**src/hw/rtl/lcdws_pkg.sv**
```systemverilog
`default_nettype none
// ----------------------------------------------------------------------------
// LCD write sequencer package
// Request codes, command bytes, register indexes and the bus write record
// passed from the front end to the event generator.
// ----------------------------------------------------------------------------
package lcdws_pkg;

  typedef enum logic [2:0] {
    OP_COMMAND = 3'd0,
    OP_DATA    = 3'd1,
    OP_GOTO    = 3'd2,
    OP_CLEAR   = 3'd3,
    OP_INIT    = 3'd4,
    OP_CGRAM   = 3'd5,
    OP_NUMBER  = 3'd6
  } op_t;

  typedef enum logic [1:0] {
    FR_IDLE,
    FR_DIGITS,
    FR_EMIT
  } front_state_t;

  localparam logic [1:0] CFG_ENABLE_HIGH = 2'd0;
  localparam logic [1:0] CFG_SETTLE      = 2'd1;
  localparam logic [1:0] CFG_CLEAR_EXTRA = 2'd2;

  localparam logic [7:0] ENABLE_HIGH_RESET = 8'd1;
  localparam logic [7:0] SETTLE_RESET      = 8'd2;
  localparam logic [7:0] CLEAR_EXTRA_RESET = 8'd2;

  localparam logic [3:0] ROW0_BASE_HI     = 4'h8;
  localparam logic [3:0] ROW1_BASE_HI     = 4'hC;
  localparam logic [1:0] CGRAM_BASE_HI    = 2'b01;
  localparam logic [7:0] CMD_SET_DDRAM    = 8'h80;
  localparam logic [7:0] CMD_FUNCTION_SET = 8'h38;
  localparam logic [7:0] CMD_DISPLAY_ON   = 8'h0C;
  localparam logic [7:0] CMD_ENTRY_MODE   = 8'h06;
  localparam logic [7:0] CMD_CLEAR        = 8'h01;
  localparam logic [7:0] ASCII_ZERO       = 8'h30;

  localparam logic [7:0]  SCREEN_COLS  = 8'd16;
  localparam logic [7:0]  CGRAM_SLOTS  = 8'd8;
  localparam logic [2:0]  NUM_DIGITS   = 3'd5;
  localparam logic [16:0] DIV10_MUL    = 17'd52429;
  localparam int          DIV10_SHIFT  = 19;

  typedef struct packed {
    logic       rs;
    logic [7:0] data;
    logic       extra;
    logic       bad;
    logic       last;
  } wr_t;

endpackage
`default_nettype wire

```
**src/hw/rtl/char_lcd_write_sequencer.sv**
```systemverilog
`default_nettype none
// ----------------------------------------------------------------------------
// Character LCD write sequencer
// Converts 8-bit character LCD requests into timed pin events.
// ----------------------------------------------------------------------------
// Each request becomes up to nine bus writes and each write two pin events
// (enable high, then enable low), so a request yields up to 18 events; a goto
// off the screen gives a single error event instead. Events leave the output
// register at one per cycle while out_ready is high and writes are queued.
// The front end builds one write per cycle while the queue has room; a number
// is first broken into decimal digits (up to 5), one at a time, in the
// divide-by-ten step, overlapped with events of earlier requests draining from
// the write queue. Requests that give no events (unused code, CGRAM slot of 8
// or more) push no writes.
module char_lcd_write_sequencer #(
  parameter int QUEUE_DEPTH = 4
) (
  input  wire logic        clk,
  input  wire logic        rst,
  input  wire logic        cfg_we,
  input  wire logic [1:0]  cfg_index,
  input  wire logic [7:0]  cfg_data,
  input  wire logic        in_valid,
  output logic             in_ready,
  input  wire logic [2:0]  op,
  input  wire logic [7:0]  byte_value,
  input  wire logic [7:0]  column,
  input  wire logic [7:0]  row,
  input  wire logic [63:0] pattern,
  input  wire logic [7:0]  slot,
  input  wire logic [15:0] number,
  output logic             out_valid,
  input  wire logic        out_ready,
  output logic             reg_select,
  output logic [7:0]       bus_byte,
  output logic             enable_level,
  output logic [8:0]       hold_ms,
  output logic             bad_position,
  output logic             last
);

  logic [7:0] enable_high_ms;
  logic [7:0] settle_ms;
  logic [7:0] clear_extra_ms;

  logic           push_valid;
  logic           push_ready;
  lcdws_pkg::wr_t push_data;
  logic           pop_valid;
  logic           pop_ready;
  lcdws_pkg::wr_t pop_data;

  always_ff @(posedge clk) begin
    if (rst) begin
      enable_high_ms <= lcdws_pkg::ENABLE_HIGH_RESET;
      settle_ms      <= lcdws_pkg::SETTLE_RESET;
      clear_extra_ms <= lcdws_pkg::CLEAR_EXTRA_RESET;
    end else if (cfg_we) begin
      case (cfg_index)
        lcdws_pkg::CFG_ENABLE_HIGH: enable_high_ms <= cfg_data;
        lcdws_pkg::CFG_SETTLE:      settle_ms      <= cfg_data;
        lcdws_pkg::CFG_CLEAR_EXTRA: clear_extra_ms <= cfg_data;
        default: ;
      endcase
    end
  end

  lcdws_front u_front (
    .clk        (clk),
    .rst        (rst),
    .in_valid   (in_valid),
    .in_ready   (in_ready),
    .op         (op),
    .byte_value (byte_value),
    .column     (column),
    .row        (row),
    .pattern    (pattern),
    .slot       (slot),
    .number     (number),
    .push_valid (push_valid),
    .push_ready (push_ready),
    .push_data  (push_data)
  );

  lcdws_queue #(
    .DEPTH (QUEUE_DEPTH)
  ) u_queue (
    .clk      (clk),
    .rst      (rst),
    .wr_valid (push_valid),
    .wr_ready (push_ready),
    .wr_data  (push_data),
    .rd_valid (pop_valid),
    .rd_ready (pop_ready),
    .rd_data  (pop_data)
  );

  lcdws_back u_back (
    .clk            (clk),
    .rst            (rst),
    .q_valid        (pop_valid),
    .q_ready        (pop_ready),
    .q_data         (pop_data),
    .enable_high_ms (enable_high_ms),
    .settle_ms      (settle_ms),
    .clear_extra_ms (clear_extra_ms),
    .out_valid      (out_valid),
    .out_ready      (out_ready),
    .reg_select     (reg_select),
    .bus_byte       (bus_byte),
    .enable_level   (enable_level),
    .hold_ms        (hold_ms),
    .bad_position   (bad_position),
    .last           (last)
  );

`ifndef SYNTHESIS
  a_bad_event_quiet : assert property (@(posedge clk) disable iff (rst)
    out_valid && bad_position |-> last && !enable_level && !reg_select &&
      hold_ms == 9'd0 && bus_byte == 8'd0)
    else $error("bad position event drives pins");

  a_high_not_last : assert property (@(posedge clk) disable iff (rst)
    out_valid && enable_level |-> !last && !bad_position)
    else $error("enable high event marked last");

  a_low_follows_high : assert property (@(posedge clk) disable iff (rst)
    out_valid && out_ready && enable_level |=>
      out_valid && !enable_level && bus_byte == $past(bus_byte) &&
      reg_select == $past(reg_select))
    else $error("enable low event does not follow enable high");
`endif

endmodule
`default_nettype wire

```
**src/hw/rtl/lcdws_front.sv**
```systemverilog
`default_nettype none
// ----------------------------------------------------------------------------
// LCD write sequencer front end
// Accepts requests, splits them into bus writes and pushes one write per cycle
// into the queue while it has room. Numbers first become decimal digits.
// ----------------------------------------------------------------------------
module lcdws_front (
  input  wire logic              clk,
  input  wire logic              rst,
  input  wire logic              in_valid,
  output logic                   in_ready,
  input  wire logic [2:0]        op,
  input  wire logic [7:0]        byte_value,
  input  wire logic [7:0]        column,
  input  wire logic [7:0]        row,
  input  wire logic [63:0]       pattern,
  input  wire logic [7:0]        slot,
  input  wire logic [15:0]       number,
  output logic                   push_valid,
  input  wire logic              push_ready,
  output lcdws_pkg::wr_t         push_data
);

  lcdws_pkg::front_state_t state, state_next;

  logic [2:0]  cur_op;
  logic [7:0]  cur_byte;
  logic [7:0]  cur_col;
  logic [7:0]  cur_row;
  logic [63:0] cur_pattern;
  logic [7:0]  cur_slot;
  logic [15:0] num;
  logic [3:0]  digits [5];
  logic [2:0]  ndig;
  logic [3:0]  idx;

  logic [32:0] prod;
  logic [15:0] quot;
  logic [3:0]  rem;
  logic        digits_done;

  logic        empty;
  logic [3:0]  total;
  logic [2:0]  digit_pos;
  logic [2:0]  pat_pos;
  logic        done;
  logic        accept;

  assign prod        = {1'b0, num} * {16'd0, lcdws_pkg::DIV10_MUL};
  assign quot        = 16'(prod >> lcdws_pkg::DIV10_SHIFT);
  assign rem         = 4'(num - (quot << 3) - (quot << 1));
  assign digits_done = (quot == 16'd0) || (ndig == lcdws_pkg::NUM_DIGITS - 3'd1);

  assign digit_pos = 3'(ndig - 3'd1 - idx[2:0]);
  assign pat_pos   = 3'(idx - 4'd1);

  always_comb begin
    empty          = 1'b0;
    total          = 4'd1;
    push_data.rs    = 1'b0;
    push_data.data  = cur_byte;
    push_data.extra = 1'b0;
    push_data.bad   = 1'b0;
    case (lcdws_pkg::op_t'(cur_op))
      lcdws_pkg::OP_COMMAND: begin
        push_data.rs = 1'b0;
      end
      lcdws_pkg::OP_DATA: begin
        push_data.rs = 1'b1;
      end
      lcdws_pkg::OP_GOTO: begin
        if (cur_col < lcdws_pkg::SCREEN_COLS && cur_row == 8'd0) begin
          push_data.data = {lcdws_pkg::ROW0_BASE_HI, cur_col[3:0]};
        end else if (cur_col < lcdws_pkg::SCREEN_COLS && cur_row == 8'd1) begin
          push_data.data = {lcdws_pkg::ROW1_BASE_HI, cur_col[3:0]};
        end else begin
          push_data.data = 8'd0;
          push_data.bad  = 1'b1;
        end
      end
      lcdws_pkg::OP_CLEAR: begin
        total = 4'd2;
        push_data.data = (idx == 4'd0) ? lcdws_pkg::CMD_CLEAR : lcdws_pkg::CMD_SET_DDRAM;
      end
      lcdws_pkg::OP_INIT: begin
        total = 4'd5;
        case (idx)
          4'd0:    push_data.data = lcdws_pkg::CMD_FUNCTION_SET;
          4'd1:    push_data.data = lcdws_pkg::CMD_DISPLAY_ON;
          4'd2:    push_data.data = lcdws_pkg::CMD_ENTRY_MODE;
          4'd3: begin
            push_data.data  = lcdws_pkg::CMD_CLEAR;
            push_data.extra = 1'b1;
          end
          default: push_data.data = lcdws_pkg::CMD_SET_DDRAM;
        endcase
      end
      lcdws_pkg::OP_CGRAM: begin
        total = 4'd9;
        empty = cur_slot >= lcdws_pkg::CGRAM_SLOTS;
        if (idx == 4'd0) begin
          push_data.data = {lcdws_pkg::CGRAM_BASE_HI, cur_slot[2:0], 3'b000};
        end else begin
          push_data.rs   = 1'b1;
          push_data.data = cur_pattern[8 * pat_pos +: 8];
        end
      end
      lcdws_pkg::OP_NUMBER: begin
        total          = {1'b0, ndig};
        push_data.rs   = 1'b1;
        push_data.data = lcdws_pkg::ASCII_ZERO | {4'd0, digits[digit_pos]};
      end
      default: begin
        empty = 1'b1;
      end
    endcase
    push_data.last = (idx == total - 4'd1) || push_data.bad;
  end

  assign push_valid = (state == lcdws_pkg::FR_EMIT) && !empty;
  assign done       = (state == lcdws_pkg::FR_EMIT) &&
                      (empty || (push_ready && push_data.last));
  assign in_ready   = (state == lcdws_pkg::FR_IDLE) || done;
  assign accept     = in_valid && in_ready;

  always_comb begin
    state_next = state;
    case (state)
      lcdws_pkg::FR_IDLE: begin
        if (accept) begin
          state_next = (lcdws_pkg::op_t'(op) == lcdws_pkg::OP_NUMBER) ?
                       lcdws_pkg::FR_DIGITS : lcdws_pkg::FR_EMIT;
        end
      end
      lcdws_pkg::FR_DIGITS: begin
        if (digits_done) begin
          state_next = lcdws_pkg::FR_EMIT;
        end
      end
      lcdws_pkg::FR_EMIT: begin
        if (accept) begin
          state_next = (lcdws_pkg::op_t'(op) == lcdws_pkg::OP_NUMBER) ?
                       lcdws_pkg::FR_DIGITS : lcdws_pkg::FR_EMIT;
        end else if (done) begin
          state_next = lcdws_pkg::FR_IDLE;
        end
      end
      default: state_next = lcdws_pkg::FR_IDLE;
    endcase
  end

  always_ff @(posedge clk) begin
    if (rst) begin
      state <= lcdws_pkg::FR_IDLE;
      ndig  <= 3'd0;
      idx   <= 4'd0;
    end else begin
      state <= state_next;
      if (accept) begin
        ndig <= 3'd0;
        idx  <= 4'd0;
      end else begin
        if (state == lcdws_pkg::FR_DIGITS) begin
          ndig <= ndig + 3'd1;
        end
        if (push_valid && push_ready) begin
          idx <= idx + 4'd1;
        end
      end
    end
  end

  always_ff @(posedge clk) begin
    if (accept) begin
      cur_op      <= op;
      cur_byte    <= byte_value;
      cur_col     <= column;
      cur_row     <= row;
      cur_pattern <= pattern;
      cur_slot    <= slot;
      num         <= number;
    end else if (state == lcdws_pkg::FR_DIGITS) begin
      num          <= quot;
      digits[ndig] <= rem;
    end
  end

endmodule
`default_nettype wire

```
**src/hw/rtl/lcdws_queue.sv**
```systemverilog
`default_nettype none
// ----------------------------------------------------------------------------
// LCD write sequencer queue
// Small first-in first-out store of bus writes between front end and
// event generator.
// ----------------------------------------------------------------------------
module lcdws_queue #(
  parameter int DEPTH = 4
) (
  input  wire logic           clk,
  input  wire logic           rst,
  input  wire logic           wr_valid,
  output logic                wr_ready,
  input  wire lcdws_pkg::wr_t wr_data,
  output logic                rd_valid,
  input  wire logic           rd_ready,
  output lcdws_pkg::wr_t      rd_data
);

  localparam int AW = (DEPTH > 1) ? $clog2(DEPTH) : 1;
  localparam int CW = $clog2(DEPTH + 1);
  localparam logic [AW-1:0] LAST_PTR = AW'(DEPTH - 1);
  localparam logic [CW-1:0] FULL_CNT = CW'(DEPTH);

  lcdws_pkg::wr_t mem [DEPTH];
  logic [AW-1:0]  wr_ptr;
  logic [AW-1:0]  rd_ptr;
  logic [CW-1:0]  count;
  logic           do_wr;
  logic           do_rd;

  assign wr_ready = count != FULL_CNT;
  assign rd_valid = count != '0;
  assign rd_data  = mem[rd_ptr];
  assign do_wr    = wr_valid && wr_ready;
  assign do_rd    = rd_valid && rd_ready;

  always_ff @(posedge clk) begin
    if (rst) begin
      wr_ptr <= '0;
      rd_ptr <= '0;
      count  <= '0;
    end else begin
      if (do_wr) begin
        wr_ptr <= (wr_ptr == LAST_PTR) ? '0 : wr_ptr + AW'(1);
      end
      if (do_rd) begin
        rd_ptr <= (rd_ptr == LAST_PTR) ? '0 : rd_ptr + AW'(1);
      end
      if (do_wr && !do_rd) begin
        count <= count + CW'(1);
      end else if (do_rd && !do_wr) begin
        count <= count - CW'(1);
      end
    end
  end

  always_ff @(posedge clk) begin
    if (do_wr) begin
      mem[wr_ptr] <= wr_data;
    end
  end

endmodule
`default_nettype wire

```
**src/hw/rtl/lcdws_back.sv**
```systemverilog
`default_nettype none
// ----------------------------------------------------------------------------
// LCD write sequencer event generator
// Turns each queued bus write into an enable-high and an enable-low event,
// or one error event for a bad position, and holds it in an output register.
// ----------------------------------------------------------------------------
module lcdws_back (
  input  wire logic           clk,
  input  wire logic           rst,
  input  wire logic           q_valid,
  output logic                q_ready,
  input  wire lcdws_pkg::wr_t q_data,
  input  wire logic [7:0]     enable_high_ms,
  input  wire logic [7:0]     settle_ms,
  input  wire logic [7:0]     clear_extra_ms,
  output logic                out_valid,
  input  wire logic           out_ready,
  output logic                reg_select,
  output logic [7:0]          bus_byte,
  output logic                enable_level,
  output logic [8:0]          hold_ms,
  output logic                bad_position,
  output logic                last
);

  lcdws_pkg::wr_t cur;
  logic           cur_valid;
  logic           phase;
  logic           load;
  logic           finish;

  assign load    = cur_valid && (!out_valid || out_ready);
  assign finish  = load && (phase || cur.bad);
  assign q_ready = !cur_valid || finish;

  always_ff @(posedge clk) begin
    if (rst) begin
      cur_valid <= 1'b0;
      phase     <= 1'b0;
      out_valid <= 1'b0;
    end else begin
      if (q_ready) begin
        cur_valid <= q_valid;
        phase     <= 1'b0;
      end else if (load) begin
        phase <= 1'b1;
      end
      if (load) begin
        out_valid <= 1'b1;
      end else if (out_ready) begin
        out_valid <= 1'b0;
      end
    end
  end

  always_ff @(posedge clk) begin
    if (q_ready && q_valid) begin
      cur <= q_data;
    end
    if (load) begin
      if (cur.bad) begin
        reg_select   <= 1'b0;
        bus_byte     <= 8'd0;
        enable_level <= 1'b0;
        hold_ms      <= 9'd0;
        bad_position <= 1'b1;
        last         <= 1'b1;
      end else if (!phase) begin
        reg_select   <= cur.rs;
        bus_byte     <= cur.data;
        enable_level <= 1'b1;
        hold_ms      <= {1'b0, enable_high_ms};
        bad_position <= 1'b0;
        last         <= 1'b0;
      end else begin
        reg_select   <= cur.rs;
        bus_byte     <= cur.data;
        enable_level <= 1'b0;
        hold_ms      <= {1'b0, settle_ms} + (cur.extra ? {1'b0, clear_extra_ms} : 9'd0);
        bad_position <= 1'b0;
        last         <= cur.last;
      end
    end
  end

endmodule
`default_nettype wire

```
**config.mk**
```make
export PLATFORM = sky130hd
export DESIGN_NAME = char_lcd_write_sequencer
export DESIGN_NICKNAME = d
export VERILOG_FILES = /design/src/hw/rtl/lcdws_pkg.sv /design/src/hw/rtl/char_lcd_write_sequencer.sv /design/src/hw/rtl/lcdws_front.sv /design/src/hw/rtl/lcdws_queue.sv /design/src/hw/rtl/lcdws_back.sv
export SDC_FILE = /design/constraint.sdc
export NUM_CORES = 1
export LEC_CHECK = 0
export BUFFER_PORTS_ARGS = -buffer_cell sky130_fd_sc_hd__buf_2
export CORE_UTILIZATION = 60
export DETAILED_ROUTE_END_ITERATION = 7
export PLACE_DENSITY = 0.77
export SLEW_MARGIN = 20
export SYNTH_ARGS = -nofsm -noshare
export SYNTH_HDL_FRONTEND = slang
export SYNTH_SLANG_ARGS = --single-unit
export TNS_END_PERCENT = 100
```
**constraint.sdc**
```tcl
create_clock -name clk -period 7.4 [get_ports clk]
set_input_delay 0.37 -clock clk [delete_from_list [all_inputs] [get_ports clk]]
set_output_delay 0.37 -clock clk [all_outputs]
set_load 0.01 [all_outputs]
```
==> summary.md <==
| Metric | Value |
|---|---|
| Status | finished clean |
| Setup_tns | 0 ns |
| CTS tree | done |
| Post-DRT Antenna Nets | 0 |
| Final worst path period need | 6.51 ns |
| Max-slew violation count | 0 |
| Hold buffer count at CTS | 7 |
| Yosys cell types | 80 |
| Slew margin rel. | 27.5% |
| Seq/Total Area, Yosys | 46.2% |
| GP Congestion | 0.990 |
| Filler cells | 1866 |
| Reg area | 7350 um2 |
| Die Width | 165 um |
| PostCTS Resize Cnt | 0 |
| WL final | 32.9 mm |
| Initial antenna violation count | 1 |
| Top sig layer | met5 |
| Layout cells sized above 1 | 18.4% |
| Crit end category | register |
| Area share of the leading cell type in the synthesized netlist | 40.8% |
| Top-count cell post-synth | edfxtp_1 |
| Fin. Hold Viols | 0 |
| Post-synthesis net count | 1651 |
| Synthesized area | 15900 um2 |
| Num ports | 153 |
| Critical path class | reg2reg |
| Asr flop ratio synth | 0% |
| Clk_lat worst skew | 0.52 ns |
| Synth Register Bits | 259 |
| First-pass DRT Iterations | 5 |
| Total CTS buffers | 27 |
| Clk buf depth | 3 |
| CP Max Fanout | 6 |
| Vias in the first global route | 9901 |
| Synth warn | 0 |
| # DRC | 0 |
| Initial core utilization | 61.1% |
| Area of the multi-input gates | 7580 um2 |
| Wire per inst | 18.4 um |
| Antenna Cells | 0 |
| Min-delay src | pattern[35] |
| Via count | 10000 |
| Avg Cell Area, Syn | 12.4 um2 |
| PortBufs | 152 |
| Max Freq | 0.154 GHz |
| Area leader, netlist | edfxtp_1 |
| Top cells by count, synth | 216 x edfxtp_1, 214 x inv_1, 156 x ha_1 |
| Critical R2R Launch | u_front.num[8] |
| Via/cell ratio | 5.62 |
| Area contributors post-synth | edfxtp_1 41%, ha_1 12%, fa_1 10%, dfxtp_1 5.4%, inv_1 5.0% |
| Cells after Synth | 1283 |
| Skew final | 0.0158 ns |
| Die height | 165 um |
| Post-CTS setup buffers | 0 |
| WP data required | 7.69 ns |
| Hold crit path type | in2reg |
| Setup violations, final | 0 |
| RSZ-0062 raised after global routing | false |
| Met2 Wirelength | 14.9 mm |
| Clk root buf | clkbuf_16 |
| Met3 wire length | 2.31 mm |
| GRT overflow | 0 |
| Final #Nets | 1800 |
| Wl on met1 | 15.1 mm |
| First-pass GRT wire length | 51.9 mm |
| Top_reg_cell synth | edfxtp_1 |
| CP startpoint | u_front.num[8] |
| Core region area | 26100 um2 |
| Period utilization | 88.0% |
| Worst EP arrival | 6.80 ns |
| Post-DP HPWL | 25.3 mm |
| Max-cap viol count | 0 |
| Clock Pin Slew Worst Setup and Hold Paths | 0.06 ns |
| Area Growth Syn to Fin | 12.6% |
| Slew @ Worst Pin | 1.08 ns |
| Overall routing resource usage | 25.1% |
| Htree depth | 1 |
| Number of synthesized flops with an enable pin | 216 |
| Setup crit start kind | register |
| Iter 0 DRT Violations | 688 |
| CTS sink count | 259 |
| Die area | 27200 um2 |
| Largest net degree at the start of global routing | 124 |
| Num rows | 59 |
## per-layer routing
layer / up-vias / global-route usage, %
met4: 2 / 5.55
met1: 4826 / 36.8
met3: 50 / 5.00
met2: 378 / 38.8
li1: 4789 / -
met5: - / 0
## placed cells by master, fill, tap and decap left out, types with 8 or more instances in the layout
cell type	count
a211oi_1	11
a21o_1	14
a21oi_1	49
and2_1	14
buf_2	152
clkbuf_1	9
clkbuf_16	28
dfxtp_1	43
edfxtp_1	216
fa_1	82
ha_1	156
inv_1	214
mux2_2	15
mux2i_1	36
mux4_2	32
nand2_1	49
nand3_1	9
nor2_1	75
nor2b_1	19
nor3_1	15
nor4_1	8
o21a_1	9
o21ai_0	29
xnor2_1	24
xor2_1	18
## worst max-delay path, stage by stage (launching register included)
cell and delay (ns):
edfxtp_1 0.53, ha_1 0.38, inv_1 0.12, fa_1 0.56
inv_1 0.06, fa_1 0.50, fa_1 0.52, fa_1 0.55
inv_1 0.05, fa_1 0.55, inv_1 0.05, ha_1 0.35
or3_1 0.40, o211ai_1 0.17, o21ai_0 0.18, xnor2_1 0.30
inv_1 0.09, ha_1 0.20, xor2_1 0.23, xnor2_1 0.13
xnor2_1 0.37
## stage by stage
stage	worst slack, ns	utilization (%)	hold slack, ns	instance area (um2)	instances
2_1_floorplan	1.61	-	0.424	15900	1283
3_3_place_gp	0.978	65.1	0.457	17000	1731
3_5_place_dp	0.984	65.1	0.468	17000	1731
4_1_cts	0.956	68.8	0.000225	17900	1787
5_1_grt	0.542	68.8	0.00369	17900	1787
6_report	0.889	68.8	0.0164	17900	1787
## layout make-up
type                       instances  share of cell area [%]
clock inverter                     7                   0.531
clock buffer                      42                    4.48
inverter                         215                    4.50
timing repair buffer             163                    4.87
sequential                       259                    41.0
tap                              335                    2.34
multi-input combinational        766                    42.3
## cells by family after synthesis
logic type / count (synthesis) / share of synthesized area [%]
DFF: 259 / 46.2
buffers and inverters: 258 / 6.26
and+or+nand+nor: 227 / 7.09
xor gates and xnor gates: 42 / 2.31
adders and majority gates: 238 / 22.6
muxes: 85 / 7.99
AOI/OAI and AO/OA: 174 / 7.61
## sequential cells by signal, summed over array words and instances (netlist names), 4 cells and up
register             cells
u_front.cur_slot         8
u_back.cur              12
u_queue.mem             48
settle_ms                8
u_front.cur_byte         8
clear_extra_ms           8
u_front.digits          20
u_back.hold_ms           9
u_front.idx              4
enable_high_ms           8
u_front.cur_pattern     64
u_front.num             16
u_front.cur_col          8
u_front.cur_row          8
u_back.bus_byte          8
## worst paths after layout
path	endpoint	slack [ns]	cells after the start
worst max-delay path	u_front.digits[4][3]	0.89	20
worst min-delay path	u_front.cur_pattern[35]	0.02	1
worst max register to register	u_front.digits[4][3]	0.89	20
worst min register to register	clear_extra_ms[5]	0.49	2
Power is not shown: default switching activity piles up to over one toggle a cycle in this logic, so the estimate is an artifact.
